File: config.mk
export PLATFORM = sky130hd
export DESIGN_NAME = tcw_queue
export DESIGN_NICKNAME = d
export VERILOG_FILES = /design/src/design/tcw_pkg.sv /design/src/design/tcw_queue.sv
export SDC_FILE = /design/constraint.sdc
export NUM_CORES = 1
export LEC_CHECK = 0
export BUFFER_PORTS_ARGS = -buffer_cell sky130_fd_sc_hd__buf_2
export CELL_PAD_IN_SITES_DETAIL_PLACEMENT = 1
export CELL_PAD_IN_SITES_GLOBAL_PLACEMENT = 1
export CORE_MARGIN = 3
export CORE_UTILIZATION = 46
export DETAILED_ROUTE_END_ITERATION = 16
export GPL_TIMING_DRIVEN = 0
export HOLD_SLACK_MARGIN = 0.03
export PLACE_DENSITY_LB_ADDON = 0.1
export SLEW_MARGIN = 10
export SYNTH_ARGS = -nofsm -noshare
export SYNTH_HDL_FRONTEND = slang
export SYNTH_SLANG_ARGS = --single-unit
File: constraint.sdc
create_clock -name clock -period 3.8 [get_ports clock]
set_clock_uncertainty 0.2 [all_clocks]
set_input_delay 0.38 -clock clock [delete_from_list [all_inputs] [get_ports clock]]
set_output_delay 0.38 -clock clock [all_outputs]
set_load 0.1 [all_outputs]
File: src/design/tcw_pkg.sv
// Shared types and constants of the text console writer.
// No dependencies; every other file of the block imports this package.
`default_nettype none

package tcw_pkg;

   localparam int MAX_COLUMNS = 80;
   localparam int MAX_ROWS    = 25;
   localparam int STORE_CELLS = MAX_COLUMNS * MAX_ROWS;

   localparam int COL_W  = 7;
   localparam int ROW_W  = 5;
   localparam int IDX_W  = 11;
   localparam int CELL_W = 16;

   localparam logic [7:0]        NEWLINE_CODE = 8'd10;
   localparam logic [CELL_W-1:0] BLANK_CELL   = 16'h0f20;
   localparam logic [IDX_W-1:0]  LAST_CELL    = IDX_W'(STORE_CELLS - 1);

   // two-entry queue between front and back
   localparam int QUEUE_AW    = 1;
   localparam int QUEUE_DEPTH = 1 << QUEUE_AW;

   typedef enum logic [1:0] {
      OP_PUT   = 2'd0,
      OP_CLEAR = 2'd1,
      OP_READ  = 2'd2,
      OP_SPARE = 2'd3
   } tcw_op_type;

   typedef enum logic [2:0] {
      K_PUT     = 3'd0,
      K_NEWLINE = 3'd1,
      K_CLEAR   = 3'd2,
      K_READ    = 3'd3,
      K_NOP     = 3'd4
   } tcw_kind_type;

   typedef struct packed {
      tcw_kind_type     kind;
      logic [7:0]       char_code;
      logic [7:0]       attr;
      logic [IDX_W-1:0] cell_index;
      logic             in_range;
   } tcw_item_type;

   typedef struct packed {
      logic [COL_W-1:0] width;
      logic [ROW_W-1:0] rows;
   } tcw_geom_type;

endpackage

`default_nettype wire

File: src/design/tcw_queue.sv
// Short item queue between the decode front and the execution back.
// Depends on tcw_pkg.
`default_nettype none

module tcw_queue
   import tcw_pkg::*;
   (
   input  wire logic         clock,
   input  wire logic         reset,
   input  wire logic         push,
   input  wire tcw_item_type push_item,
   input  wire logic         pop,
   output logic             full,
   output logic             not_empty,
   output tcw_item_type     head
   );

   tcw_item_type          slot_ff [QUEUE_DEPTH];
   logic [QUEUE_AW-1:0]   wr_ptr_ff, wr_ptr_in;
   logic [QUEUE_AW-1:0]   rd_ptr_ff, rd_ptr_in;
   logic [QUEUE_AW:0]     count_ff, count_in;

   assign full      = count_ff == (QUEUE_AW+1)'(QUEUE_DEPTH);
   assign not_empty = count_ff != '0;
   assign head      = slot_ff[rd_ptr_ff];

   always_comb begin
      wr_ptr_in = push ? wr_ptr_ff + 1'b1 : wr_ptr_ff;
      rd_ptr_in = pop ? rd_ptr_ff + 1'b1 : rd_ptr_ff;
      count_in  = count_ff;
      if (push && !pop) begin
         count_in = count_ff + 1'b1;
      end else if (pop && !push) begin
         count_in = count_ff - 1'b1;
      end
   end

   always_ff @(posedge clock) begin
      if (reset) begin
         wr_ptr_ff <= '0;
         rd_ptr_ff <= '0;
         count_ff  <= '0;
      end else begin
         wr_ptr_ff <= wr_ptr_in;
         rd_ptr_ff <= rd_ptr_in;
         count_ff  <= count_in;
      end
   end

   always_ff @(posedge clock) begin
      if (push) begin
         slot_ff[wr_ptr_ff] <= push_item;
      end
   end

endmodule

`default_nettype wire

==> results.md <==
## Power
• 563 nW/um^2 — Power Dens Cells
• 0.360 mV — VDD IR max
• 1.25 nW — leakage dissipation
• 1.82 mW — Final Power

## Placed design
• 0.650 — placer's final routability congestion estimate
• 1920 ps — dpl ws
• 67 — Port Buffers
• 253 — Inst Count DP
• 3.02 mm — sum of net half-perimeters after detailed placement
• 2890 um^2 — post-placement cell area

## Yosys
• 2440 um^2 — post-synthesis cell area
• 118 — synthesized instance count
• 20.6 um^2 — post-synthesis average cell area
• 0 — fraction of synthesis flops using an asynchronous set or reset pin
• 0.805 — register area share after synthesis
• sky130_fd_sc_hd__edfxtp_1 — most instantiated flip-flop cell in the synthesis netlist
• 67 — synthesized flop and latch total
• 0.764 — share of the synthesized area in the top cell type
• 62 — number of flops mapped to enable cells by yosys
• sky130_fd_sc_hd__edfxtp_1 — biggest area consumer among synthesized cells
• 16 — number of different library cells in the post-synthesis netlist
• sky130_fd_sc_hd__edfxtp_1, sky130_fd_sc_hd__mux2_2, sky130_fd_sc_hd__dfxtp_1, sky130_fd_sc_hd__xnor2_1, sky130_fd_sc_hd__xor2_1 — synth top area cells
• 0 — number of synthesis warnings
• sky130_fd_sc_hd__edfxtp_1 — count leader, synth
• sky130_fd_sc_hd__edfxtp_1, sky130_fd_sc_hd__mux2_2, sky130_fd_sc_hd__dfxtp_1 — top cell types by occurrence after synthesis
• 154 — syn_nets

## Floorplanning
• 0.496 — initial core utilization
• 6200 um^2 — die footprint
• 25 — standard-cell row count
• 78.8 um — vertical die dimension
• 68 — count of boundary I/O pins
• 78.8 um — Chip Width
• 4910 um^2 — Core ar.

## Critical path
• 3220 ps — critical path required time
• primary output — category of the worst setup path capture point
• register — kind of start point of the critical path
• 1630 ps — critical path arrival
• 10 — maximum fanout encountered on the critical timing path
• head[24] — Setup crit end
• 1 — cell depth of the worst flop-to-flop path
• 2130 ps — register-to-register setup slack
• reg -> out — category of the most critical setup path
• slot_ff[1][20] — R2R Path End
• wr_ptr_ff — critical register-to-register path startpoint

## Global route
• 0 — final global-route overflow total
• 0 — antenna violations before repair
• 1,474 — number of global-route vias before repair
• 0.160 — Total GRT Usage
• 32 — pin count of the biggest net entering global routing
• 7.13 mm — first-pass GRT wire length

## Clock network
• 0 — number of setup buffers added after CTS
• 67 — sink count of the clock tree
• 320 ps — clock network latency to the later pin of the worst-skew pair
• 9 — count of hold-fix buffers inserted at cts
• 0 — number of cells upsized or downsized after cts
• sky130_fd_sc_hd__clkbuf_8 — Root Buffer
• 2 — maximum buffer depth of the clock tree
• 9 — cts bufs inserted
• 70 ps — clock transition at the register clock pins on the worst setup and hold paths after CTS
• 3 — total number of H-tree levels
• built — CTS tree

## Hold path
• in -> reg — type of the worst min-delay path

## Route
• 0 — drt drc
• 51 — number of violations reported at the end of detailed-routing iteration 0
• 0 — antenna viol nets, final
• 4.67 mm — final WL
• 4.73 — Vias per Instance
• 16.3 um — per-cell routed wire length
• 4 — number of optimization iterations in the first detailed-route pass
• 1,352 — total vias in the final route

## Cells and area
• 32.6% — synthesis-to-layout area growth
• 0.658 — post-route core utilization
• 0.543 — proportion of layout cells with a drive suffix above 1
• 252 — post-layout net count
• 455 — fillcell total
• 286 — number of standard cells in the layout, taps in and fillers out
• 3230 um^2 — post-layout instance area
• 0 — Antenna Cells

## STA
• 2210 ps — final worst path period need
• 0 — number of hold-slack violations in the final timing report
• 452 MHz — Max Fclk
• 753 ps — transition time of the tightest slew-check pin
• 42.6 ps — Post-Route Hold Slack
• 1590 ps — final worst slack
• 0.582 — fin crit share
• 0.498 — worst relative slew slack
• no — setup repair after global routing missed its margin
• 0 ps — setup TNS
• 0 — Max Transition Viols Final
• 0 — Finish-stage setup viols

## Run status
• finished clean — outcome

## Job
• 0 — MaxCap Viol Count

==> routing by layer <==
layer / part of all wire / track usage
met5: 0 / 0
met4: 0.023 / 0.0944
met3: 0.054 / 0.0499
met2: 0.53 / 0.270
met1: 0.39 / 0.177
==> sequential cells by signal (all words and copies together), names as in the netlist, named ones only <==
register and cells:
count_ff 2, wr_ptr_ff 1, slot_ff 62, rd_ptr_ff 1
==> how the worst min path moves through the flow <==
stage	from	endpoint	depth (start not counted)
floorplan	reset	count_ff[1]	1
global placement	count_ff[1]	count_ff[1]	2
detailed placement	rd_ptr_ff	rd_ptr_ff	2
CTS	push_item[6]	slot_ff[1][6]	1
global route	push_item[19]	slot_ff[0][19]	1
finish	push_item[17]	slot_ff[1][17]	1
==> cell usage in the layout, fill, tap and decap left out <==
master / netlist / final
sky130_fd_sc_hd__nor2b_4: 0 / 1
sky130_fd_sc_hd__clkbuf_8: 0 / 9
sky130_fd_sc_hd__and2b_2: 1 / 1
sky130_fd_sc_hd__ha_1: 1 / 1
sky130_fd_sc_hd__dlygate4sd3_1: 0 / 19
sky130_fd_sc_hd__inv_1: 1 / 1
sky130_fd_sc_hd__nor2_1: 4 / 4
sky130_fd_sc_hd__o21ai_0: 1 / 1
sky130_fd_sc_hd__buf_16: 0 / 1
sky130_fd_sc_hd__mux2_2: 31 / 31
sky130_fd_sc_hd__or2_2: 1 / 1
sky130_fd_sc_hd__and2_2: 0 / 1
sky130_fd_sc_hd__a21oi_1: 1 / 1
sky130_fd_sc_hd__clkbuf_1: 0 / 1
sky130_fd_sc_hd__edfxtp_1: 62 / 62
sky130_fd_sc_hd__clkinv_2: 0 / 4
sky130_fd_sc_hd__or3_1: 1 / 1
sky130_fd_sc_hd__buf_2: 3 / 70
sky130_fd_sc_hd__dfxtp_1: 5 / 5
sky130_fd_sc_hd__xor2_1: 2 / 2
sky130_fd_sc_hd__xnor2_1: 2 / 2
==> cell type report <==
class	instances	area (um^2)	share of cell area
clock inverters	4	20.0	0.00620
well taps	67	83.8	0.0260
inverters	1	3.75	0.00116
flip-flops and latches	67	1960	0.608
multi-input cells	47	464	0.144
plain buffers	3	15.0	0.00465
clock buffers	10	128	0.0395
repair buffers	87	553	0.171
==> report_power, final <==
group          internal (mW)  leakage [nW]  switching, mW  total (mW)
registers              0.859         0.623         0.0154       0.874
logic                  0.105         0.548          0.375       0.480
clock network          0.225        0.0815          0.238       0.463
==> cells by family (layout without fill, tap and decap cells) <==
| group | Yosys count | in the layout | share of synthesized area |
|---|---|---|---|
| AOI/OAI and AO/OA | 2 | 2 | 0.00410 |
| xor gates and xnor gates | 4 | 4 | 0.0144 |
| adders and majority gates | 1 | 1 | 0.00514 |
| buffers and inverters | 4 | 105 | 0.00770 |
| DFF | 67 | 67 | 0.805 |
| muxes | 31 | 31 | 0.143 |
| and+or+nand+nor | 9 | 9 | 0.0200 |
==> critical path, stage by stage (launching register included) <==
cell and delay [ps]:
sky130_fd_sc_hd__dfxtp_1 360, sky130_fd_sc_hd__buf_2 270, sky130_fd_sc_hd__mux2_2 370, sky130_fd_sc_hd__buf_2 290
Note: power is estimated with default switching activity, not from simulation.
