[src/design/tcw_pkg.sv]
// Shared types and constants of the text console writer.
// No dependencies; every other file of the block imports this package.
`default_nettype none

package tcw_pkg;

   localparam int MAX_COLUMNS = 80;
   localparam int MAX_ROWS    = 25;
   localparam int STORE_CELLS = MAX_COLUMNS * MAX_ROWS;

   localparam int COL_W  = 7;
   localparam int ROW_W  = 5;
   localparam int IDX_W  = 11;
   localparam int CELL_W = 16;

   localparam logic [7:0]        NEWLINE_CODE = 8'd10;
   localparam logic [CELL_W-1:0] BLANK_CELL   = 16'h0f20;
   localparam logic [IDX_W-1:0]  LAST_CELL    = IDX_W'(STORE_CELLS - 1);

   // two-entry queue between front and back
   localparam int QUEUE_AW    = 1;
   localparam int QUEUE_DEPTH = 1 << QUEUE_AW;

   typedef enum logic [1:0] {
      OP_PUT   = 2'd0,
      OP_CLEAR = 2'd1,
      OP_READ  = 2'd2,
      OP_SPARE = 2'd3
   } tcw_op_type;

   typedef enum logic [2:0] {
      K_PUT     = 3'd0,
      K_NEWLINE = 3'd1,
      K_CLEAR   = 3'd2,
      K_READ    = 3'd3,
      K_NOP     = 3'd4
   } tcw_kind_type;

   typedef struct packed {
      tcw_kind_type     kind;
      logic [7:0]       char_code;
      logic [7:0]       attr;
      logic [IDX_W-1:0] cell_index;
      logic             in_range;
   } tcw_item_type;

   typedef struct packed {
      logic [COL_W-1:0] width;
      logic [ROW_W-1:0] rows;
   } tcw_geom_type;

endpackage

`default_nettype wire

[src/design/tcw_if.sv]
// Request and response channels of the text console writer.
// Depends on tcw_pkg for field widths.
`default_nettype none

interface tcw_req_if
   import tcw_pkg::*;
   ();
   logic             valid;
   logic             ready;
   logic [1:0]       op;
   logic [7:0]       char_code;
   logic [3:0]       fg_color;
   logic [3:0]       bg_color;
   logic [IDX_W-1:0] cell_index;

   modport source (output valid, op, char_code, fg_color, bg_color, cell_index,
                   input ready);
   modport sink   (input valid, op, char_code, fg_color, bg_color, cell_index,
                   output ready);
endinterface


`default_nettype wire

[src/design/tcw_front.sv]
// Front end: takes request beats and decodes them into queue items.
// Depends on tcw_pkg and tcw_req_if.
`default_nettype none

module tcw_front
   import tcw_pkg::*;
   (
   tcw_req_if.sink      req_bus,
   input  wire logic    queue_full,
   input  wire logic    init_busy,
   output tcw_item_type push_item,
   output logic         push
   );

   tcw_op_type op_code;

   assign op_code       = tcw_op_type'(req_bus.op);
   assign req_bus.ready = !queue_full && !init_busy;
   assign push          = req_bus.valid && req_bus.ready;

   always_comb begin
      push_item.char_code  = req_bus.char_code;
      push_item.attr       = {req_bus.bg_color, req_bus.fg_color};
      push_item.cell_index = req_bus.cell_index;
      push_item.in_range   = req_bus.cell_index <= LAST_CELL;
      case (op_code)
         OP_PUT: begin
            push_item.kind = (req_bus.char_code == NEWLINE_CODE) ? K_NEWLINE : K_PUT;
         end
         OP_CLEAR: push_item.kind = K_CLEAR;
         OP_READ:  push_item.kind = K_READ;
         default:  push_item.kind = K_NOP;
      endcase
   end

endmodule

`default_nettype wire

[src/flat_wrapper.sv]
// flat-port wrapper written by rule: the top's interface ports become plain ports
module tcw_front_flat import tcw_pkg::*;
  (queue_full, init_busy, push_item, push, req_bus_valid, req_bus_op, req_bus_char_code, req_bus_fg_color, req_bus_bg_color, req_bus_cell_index, req_bus_ready);
  tcw_req_if req_bus_i ();
  input  wire logic queue_full;
  input  wire logic init_busy;
  output tcw_item_type push_item;
  output logic push;
  input wire logic [$bits(req_bus_i.valid)-1:0] req_bus_valid;
  input wire logic [$bits(req_bus_i.op)-1:0] req_bus_op;
  input wire logic [$bits(req_bus_i.char_code)-1:0] req_bus_char_code;
  input wire logic [$bits(req_bus_i.fg_color)-1:0] req_bus_fg_color;
  input wire logic [$bits(req_bus_i.bg_color)-1:0] req_bus_bg_color;
  input wire logic [$bits(req_bus_i.cell_index)-1:0] req_bus_cell_index;
  output wire logic [$bits(req_bus_i.ready)-1:0] req_bus_ready;
  assign req_bus_i.valid = req_bus_valid;
  assign req_bus_i.op = req_bus_op;
  assign req_bus_i.char_code = req_bus_char_code;
  assign req_bus_i.fg_color = req_bus_fg_color;
  assign req_bus_i.bg_color = req_bus_bg_color;
  assign req_bus_i.cell_index = req_bus_cell_index;
  assign req_bus_ready = req_bus_i.ready;
  tcw_front u_core (.req_bus(req_bus_i), .queue_full(queue_full), .init_busy(init_busy), .push_item(push_item), .push(push));
endmodule
[config.mk]
export PLATFORM = sky130hd
export DESIGN_NAME = tcw_front_flat
export DESIGN_NICKNAME = d
export VERILOG_FILES = /design/src/design/tcw_pkg.sv /design/src/design/tcw_if.sv /design/src/design/tcw_front.sv /design/src/flat_wrapper.sv
export SDC_FILE = /design/constraint.sdc
export NUM_CORES = 1
export LEC_CHECK = 0
export ABC_AREA = 1
export BUFFER_PORTS_ARGS = -buffer_cell sky130_fd_sc_hd__buf_2
export CAP_MARGIN = 20
export CORE_AREA = 2 2 39 41
export DETAILED_ROUTE_END_ITERATION = 8
export DIE_AREA = 0 0 41 43
export GPL_TIMING_DRIVEN = 1
export PLACE_DENSITY = 0.8
export SYNTH_ARGS = -nofsm -noshare
export SYNTH_HDL_FRONTEND = slang
export SYNTH_SLANG_ARGS = --single-unit
[constraint.sdc]
create_clock -name vclk -period 0.8
set_clock_uncertainty 0.05 [all_clocks]
set_input_delay 0.12 -clock vclk [all_inputs]
set_output_delay 0.12 -clock vclk [all_outputs]
set_load 0.005 [all_outputs]
==> impl_metrics.json, run 1 <==
{
  "grt_antenna_before_repair": 0,
  "synth_fp_nets": 82,
  "setup_violations": 1,
  "fmax_ghz": 1.05,
  "violations": "setup timing",
  "ys_seq_area_frac": 0,
  "dieHeight_microns": 43,
  "yosys-top-cells-count": "buf_4 (27), nor2_1 (8), inv_1 (4), nand2_1 (3), ha_1 (2)",
  "power.clock.fraction": 0,
  "status": "complete, but fails checks",
  "ant_nets": 0,
  "antennaDiodeCount": 0,
  "place_congestion": 0.633,
  "crit_type": "input pin to output pin",
  "area.sequential_sq_um": 0,
  "netlist.area_leader.share": 0.653,
  "ios": 65,
  "cp-end-kind": "output pin",
  "netlist.top_cell.by_area": "buf_4",
  "dr.pass1.iters": 1,
  "crit_family": "buffers and inverters",
  "drv_cap": 0,
  "viasPerCell": 4.13,
  "p_leak_nw": 0.251,
  "track_usage": 0.0769,
  "critPathMaxFanout": 2,
  "grt_max_degree": 3,
  "yosys_warnings": 0,
  "fin_nets": 102,
  "pwr-share-seq": 0,
  "path_buf_inv": 4,
  "ys_types": 9,
  "synthCells": 48,
  "vias": 339,
  "final.period_utilization": 1.19,
  "drtIter0Drc": 0,
  "p_sw_frac": 0.415,
  "clock_buffers": 0,
  "path_cells": "buf_8 -> inv_4 -> ha_4 -> inv_2 -> nor2_1 -> nand2_1 -> o21bai_1 -> buf_2",
  "hold_class": "input pin to output pin",
  "min_period_ps": 953,
  "finalHoldViolCount": 0,
  "ctsHoldBuffers": 0,
  "cp.arrival_ps": 780,
  "max_stage_delay_ps": 130,
  "core_area_sq_mm": 0.00138,
  "pre_cts_slack_ps": -201,
  "rows": 14,
  "report.final.slew_viol_count": 0,
  "p_int_mw": 0.114,
  "dp_hpwl_microns": 665,
  "start_kind": "input pin",
  "rsz0062_at_grt": "yes",
  "slowest_stage": "o21bai_1",
  "drt_wl_total_microns": 754,
  "seq_cells": 0,
  "drc": 0,
  "postSynthAreaPerCell_sq_um": 6.46,
  "wire_per_inst_microns": 9.20,
  "post-route-util": 0.310,
  "initial_core_util": 0.224,
  "cp.required_ps": 630,
  "die_area_sq_mm": 0.00176,
  "p_sw_mw": 0.0807,
  "instances_no_fill": 82,
  "drive_gt1_frac": 0.788,
  "die-width_microns": 41,
  "yosys.cell_count.top_type": "buf_4",
  "power_frac_comb": 1.000,
  "syn_to_final_growth_pct": 38.3,
  "grt_pass1_wl_microns": 979,
  "ir_drop_v": 0.000130,
  "synth_area_leaders": "buf_4 (65%), nor2_1 (9.7%), ha_1 (8.1%), inv_1 (4.8%), nand2_1 (3.6%)",
  "slew_headroom": 0.899,
  "stdcell_area_sq_um": 429,
  "grt-ovfl-total": 0,
  "tightest_slew_ps": 152,
  "cellPowerDensity_mw_per_mm2": 454,
  "syn_area_sq_um": 310,
  "dp_cells": 81,
  "grt_pass1_vias": 262,
  "place_area_sq_um": 355,
  "io_buffers": 41,
  "fin_ws_ps": -153,
  "whs_ps": 190
}
==> cell type report <==
cell class                 instances  area, sq um
fill                             140          955
timing repair buffer              45          259
multi-input combinational         17          128
inverter                           4         22.5
tap                               16         20.0
==> cell families (layout without fill, tap and decap cells) <==
family | Yosys count | after routing | synth area share
AOI/OAI and AO/OA | 1 | 1 | 0.0242
adders and majority gates | 2 | 2 | 0.0806
buffers and inverters | 31 | 49 | 0.702
and+or+nand+nor | 14 | 14 | 0.194
==> power groups by stage <==
stage	clock network (mW)	registers (mW)	logic, mW
2_1_floorplan	0	0	0.138
3_3_place_gp	0	0	0.157
3_5_place_dp	0	0	0.160
4_1_cts	0	0	0.184
5_1_grt	0	0	0.221
6_report	0	0	0.195
==> worst paths after layout <==
kind	startpoint	endpoint	slack, ps	depth (start not counted)
setup / recovery	req_bus_op[0]	push_item[28]	-150	8
hold / removal	req_bus_bg_color[0]	push_item[16]	190	0
==> repair_timing <==
item                       in CTS  in global routing
cloned                          0                  0
pin swaps                       3                  4
hold endpoints to repair        0                  0
buffers inserted                1                  0
gates resized for setup        10                  8
setup endpoints to repair       3                  2
==> stage by stage <==
step           TNS, ps  total power [mW]
2_1_floorplan        0             0.138
3_3_place_gp      -211             0.157
3_5_place_dp      -260             0.160
4_1_cts           -158             0.184
5_1_grt           -221             0.221
6_report          -153             0.195
==> layout by cell type (no fill, tap or decap) <==
| master | n |
|---|---|
| buf_2 | 39 |
| nor2_1 | 6 |
| nand2_1 | 3 |
| buf_4 | 3 |
| ha_4 | 2 |
| buf_8 | 2 |
| inv_6 | 1 |
| inv_4 | 1 |
| inv_2 | 1 |
| inv_1 | 1 |
| nor2_4 | 1 |
| nand3_1 | 1 |
| nor2_2 | 1 |
| o21bai_1 | 1 |
| nand4_1 | 1 |
| nor3b_1 | 1 |
| buf_6 | 1 |
==> routing by layer <==
metal | routed length (microns) | up-vias | GRT usage
li1 | - | 157 | -
met3 | 156 | 4 | 0.0105
met1 | 208 | 138 | 0.0570
met2 | 377 | 40 | 0.169
met5 | 0 | - | 0
met4 | 12 | 0 | 0.0200
(Power assumes the default switching activity.)
==> inputs of run 2 (changes only) <==
Settings changed: PLACE_DENSITY 0.8 to 0.86.
Clock period 0.8 ns to 1.15 ns, I/O delays scaled along.
==> impl_metrics.json, run 2 (synthesized netlist as in run 1, its figures left out) <==
{
  "nFillCells": 160,
  "total_power_mw": 0.112,
  "final.period_utilization": 0.930,
  "crit_type": "input pin to output pin",
  "fin_nets": 98,
  "drtIter0Drc": 4,
  "critPathMaxFanout": 3,
  "finalHoldViolCount": 0,
  "start_kind": "input pin",
  "dp_hpwl_microns": 604,
  "seq_cells": 0,
  "io_buffers": 41,
  "final_common_cell": "buf_2",
  "max_stage_delay_ps": 120,
  "die-width_microns": 41,
  "ant_nets": 0,
  "p_leak_nw": 0.226,
  "drv_cap": 0,
  "ios": 65,
  "cts_setup_buffers": 0,
  "power_frac_comb": 1.000,
  "syn_to_final_growth_pct": 16.1,
  "area.sequential_sq_um": 0,
  "instances_no_fill": 78,
  "cellPowerDensity_mw_per_mm2": 310,
  "slowest_stage": "ha_4",
  "dieHeight_microns": 43,
  "min_period_ps": 1070,
  "antennaDiodeCount": 0,
  "initial_core_util": 0.224,
  "path_cells": "buf_6 -> inv_4 -> ha_4 -> inv_2 -> nor2_1 -> nand2_1 -> o21bai_1 -> buf_2",
  "slew_headroom": 0.894,
  "die_area_sq_mm": 0.00176,
  "cp.arrival_ps": 850,
  "pwr-share-seq": 0,
  "p_int_mw": 0.0647,
  "grt_antenna_before_repair": 0,
  "fmax_ghz": 0.935,
  "ctsHoldBuffers": 0,
  "p_sw_mw": 0.0470,
  "track_usage": 0.0649,
  "fin_ws_ps": 80.6,
  "drc": 0,
  "dr.pass1.iters": 4,
  "drive_gt1_frac": 0.726,
  "p_sw_frac": 0.420,
  "grt_pass1_vias": 260,
  "dp_cells": 78,
  "hold_class": "input pin to output pin",
  "cp-end-kind": "output pin",
  "drt_wl_total_microns": 648,
  "power.clock.fraction": 0,
  "pre_cts_slack_ps": 29.6,
  "ir_drop_v": 0.0000984,
  "clock_buffers": 0,
  "mostFrequentLayoutCells": "buf_2 (39), nor2_1 (8), nand2_1 (3)",
  "core_area_sq_mm": 0.00138,
  "wire_per_inst_microns": 8.31,
  "setup_tns_ps": 0,
  "viasPerCell": 3.91,
  "place_congestion": 0.646,
  "grt_max_degree": 4,
  "ctsResizeCount": 0,
  "status": "finished, final reports clean",
  "setup_violations": 0,
  "cp.required_ps": 930,
  "grt-ovfl-total": 0,
  "report.final.slew_viol_count": 0,
  "tightest_slew_ps": 158,
  "whs_ps": 295,
  "rows": 14,
  "grt_pass1_wl_microns": 862,
  "vias": 305
}
## run 2: changes by cell type in the layout (fill, tap and decap cells not counted), sizes merged
cell  before  now
buf       45   41
## run 2: layer usage
layer,routed length [microns],share of wire,track usage
met1,209,0.32,0.0475
met2,322,0.50,0.147
met3,116,0.18,0.00524
met4,0,0,0.0133
met5,0,0,0
## run 2: final cells by class
cell class                 instances  area, sq um  share of cell area
multi-input combinational         17          105               0.292
inverter                           4         17.5              0.0486
timing repair buffer              41          218               0.604
tap                               16         20.0              0.0556
## run 2: path summary, 6_finish.rpt
| path | endpoint | start | slack [ps] | cells after the start |
|---|---|---|---|---|
| hold / removal | push_item[12] | req_bus_fg_color[0] | 300 | 0 |
| setup / recovery | push_item[28] | req_bus_op[1] | 80 | 8 |
## run 2: critical path, delay by kind of cell
family	cells	cell delay [ps]
compound gates	1	110
fa+ha+maj	1	120
buf+inv	4	300
simple gates	2	130
## run 2: power by group through the flow
stage          registers [mW]  clock network [mW]  logic [mW]
6_report                    0                   0       0.112
5_1_grt                     0                   0       0.129
4_1_cts                     0                   0       0.103
3_5_place_dp                0                   0       0.103
3_3_place_gp                0                   0      0.0993
2_1_floorplan               0                   0      0.0957
## run 2: stage by stage
step,util,instance area [sq um]
floorplan,-,310
global placement,0.241,333
detailed placement,0.241,333
CTS,0.241,333
global route,0.260,360
finish,0.260,360
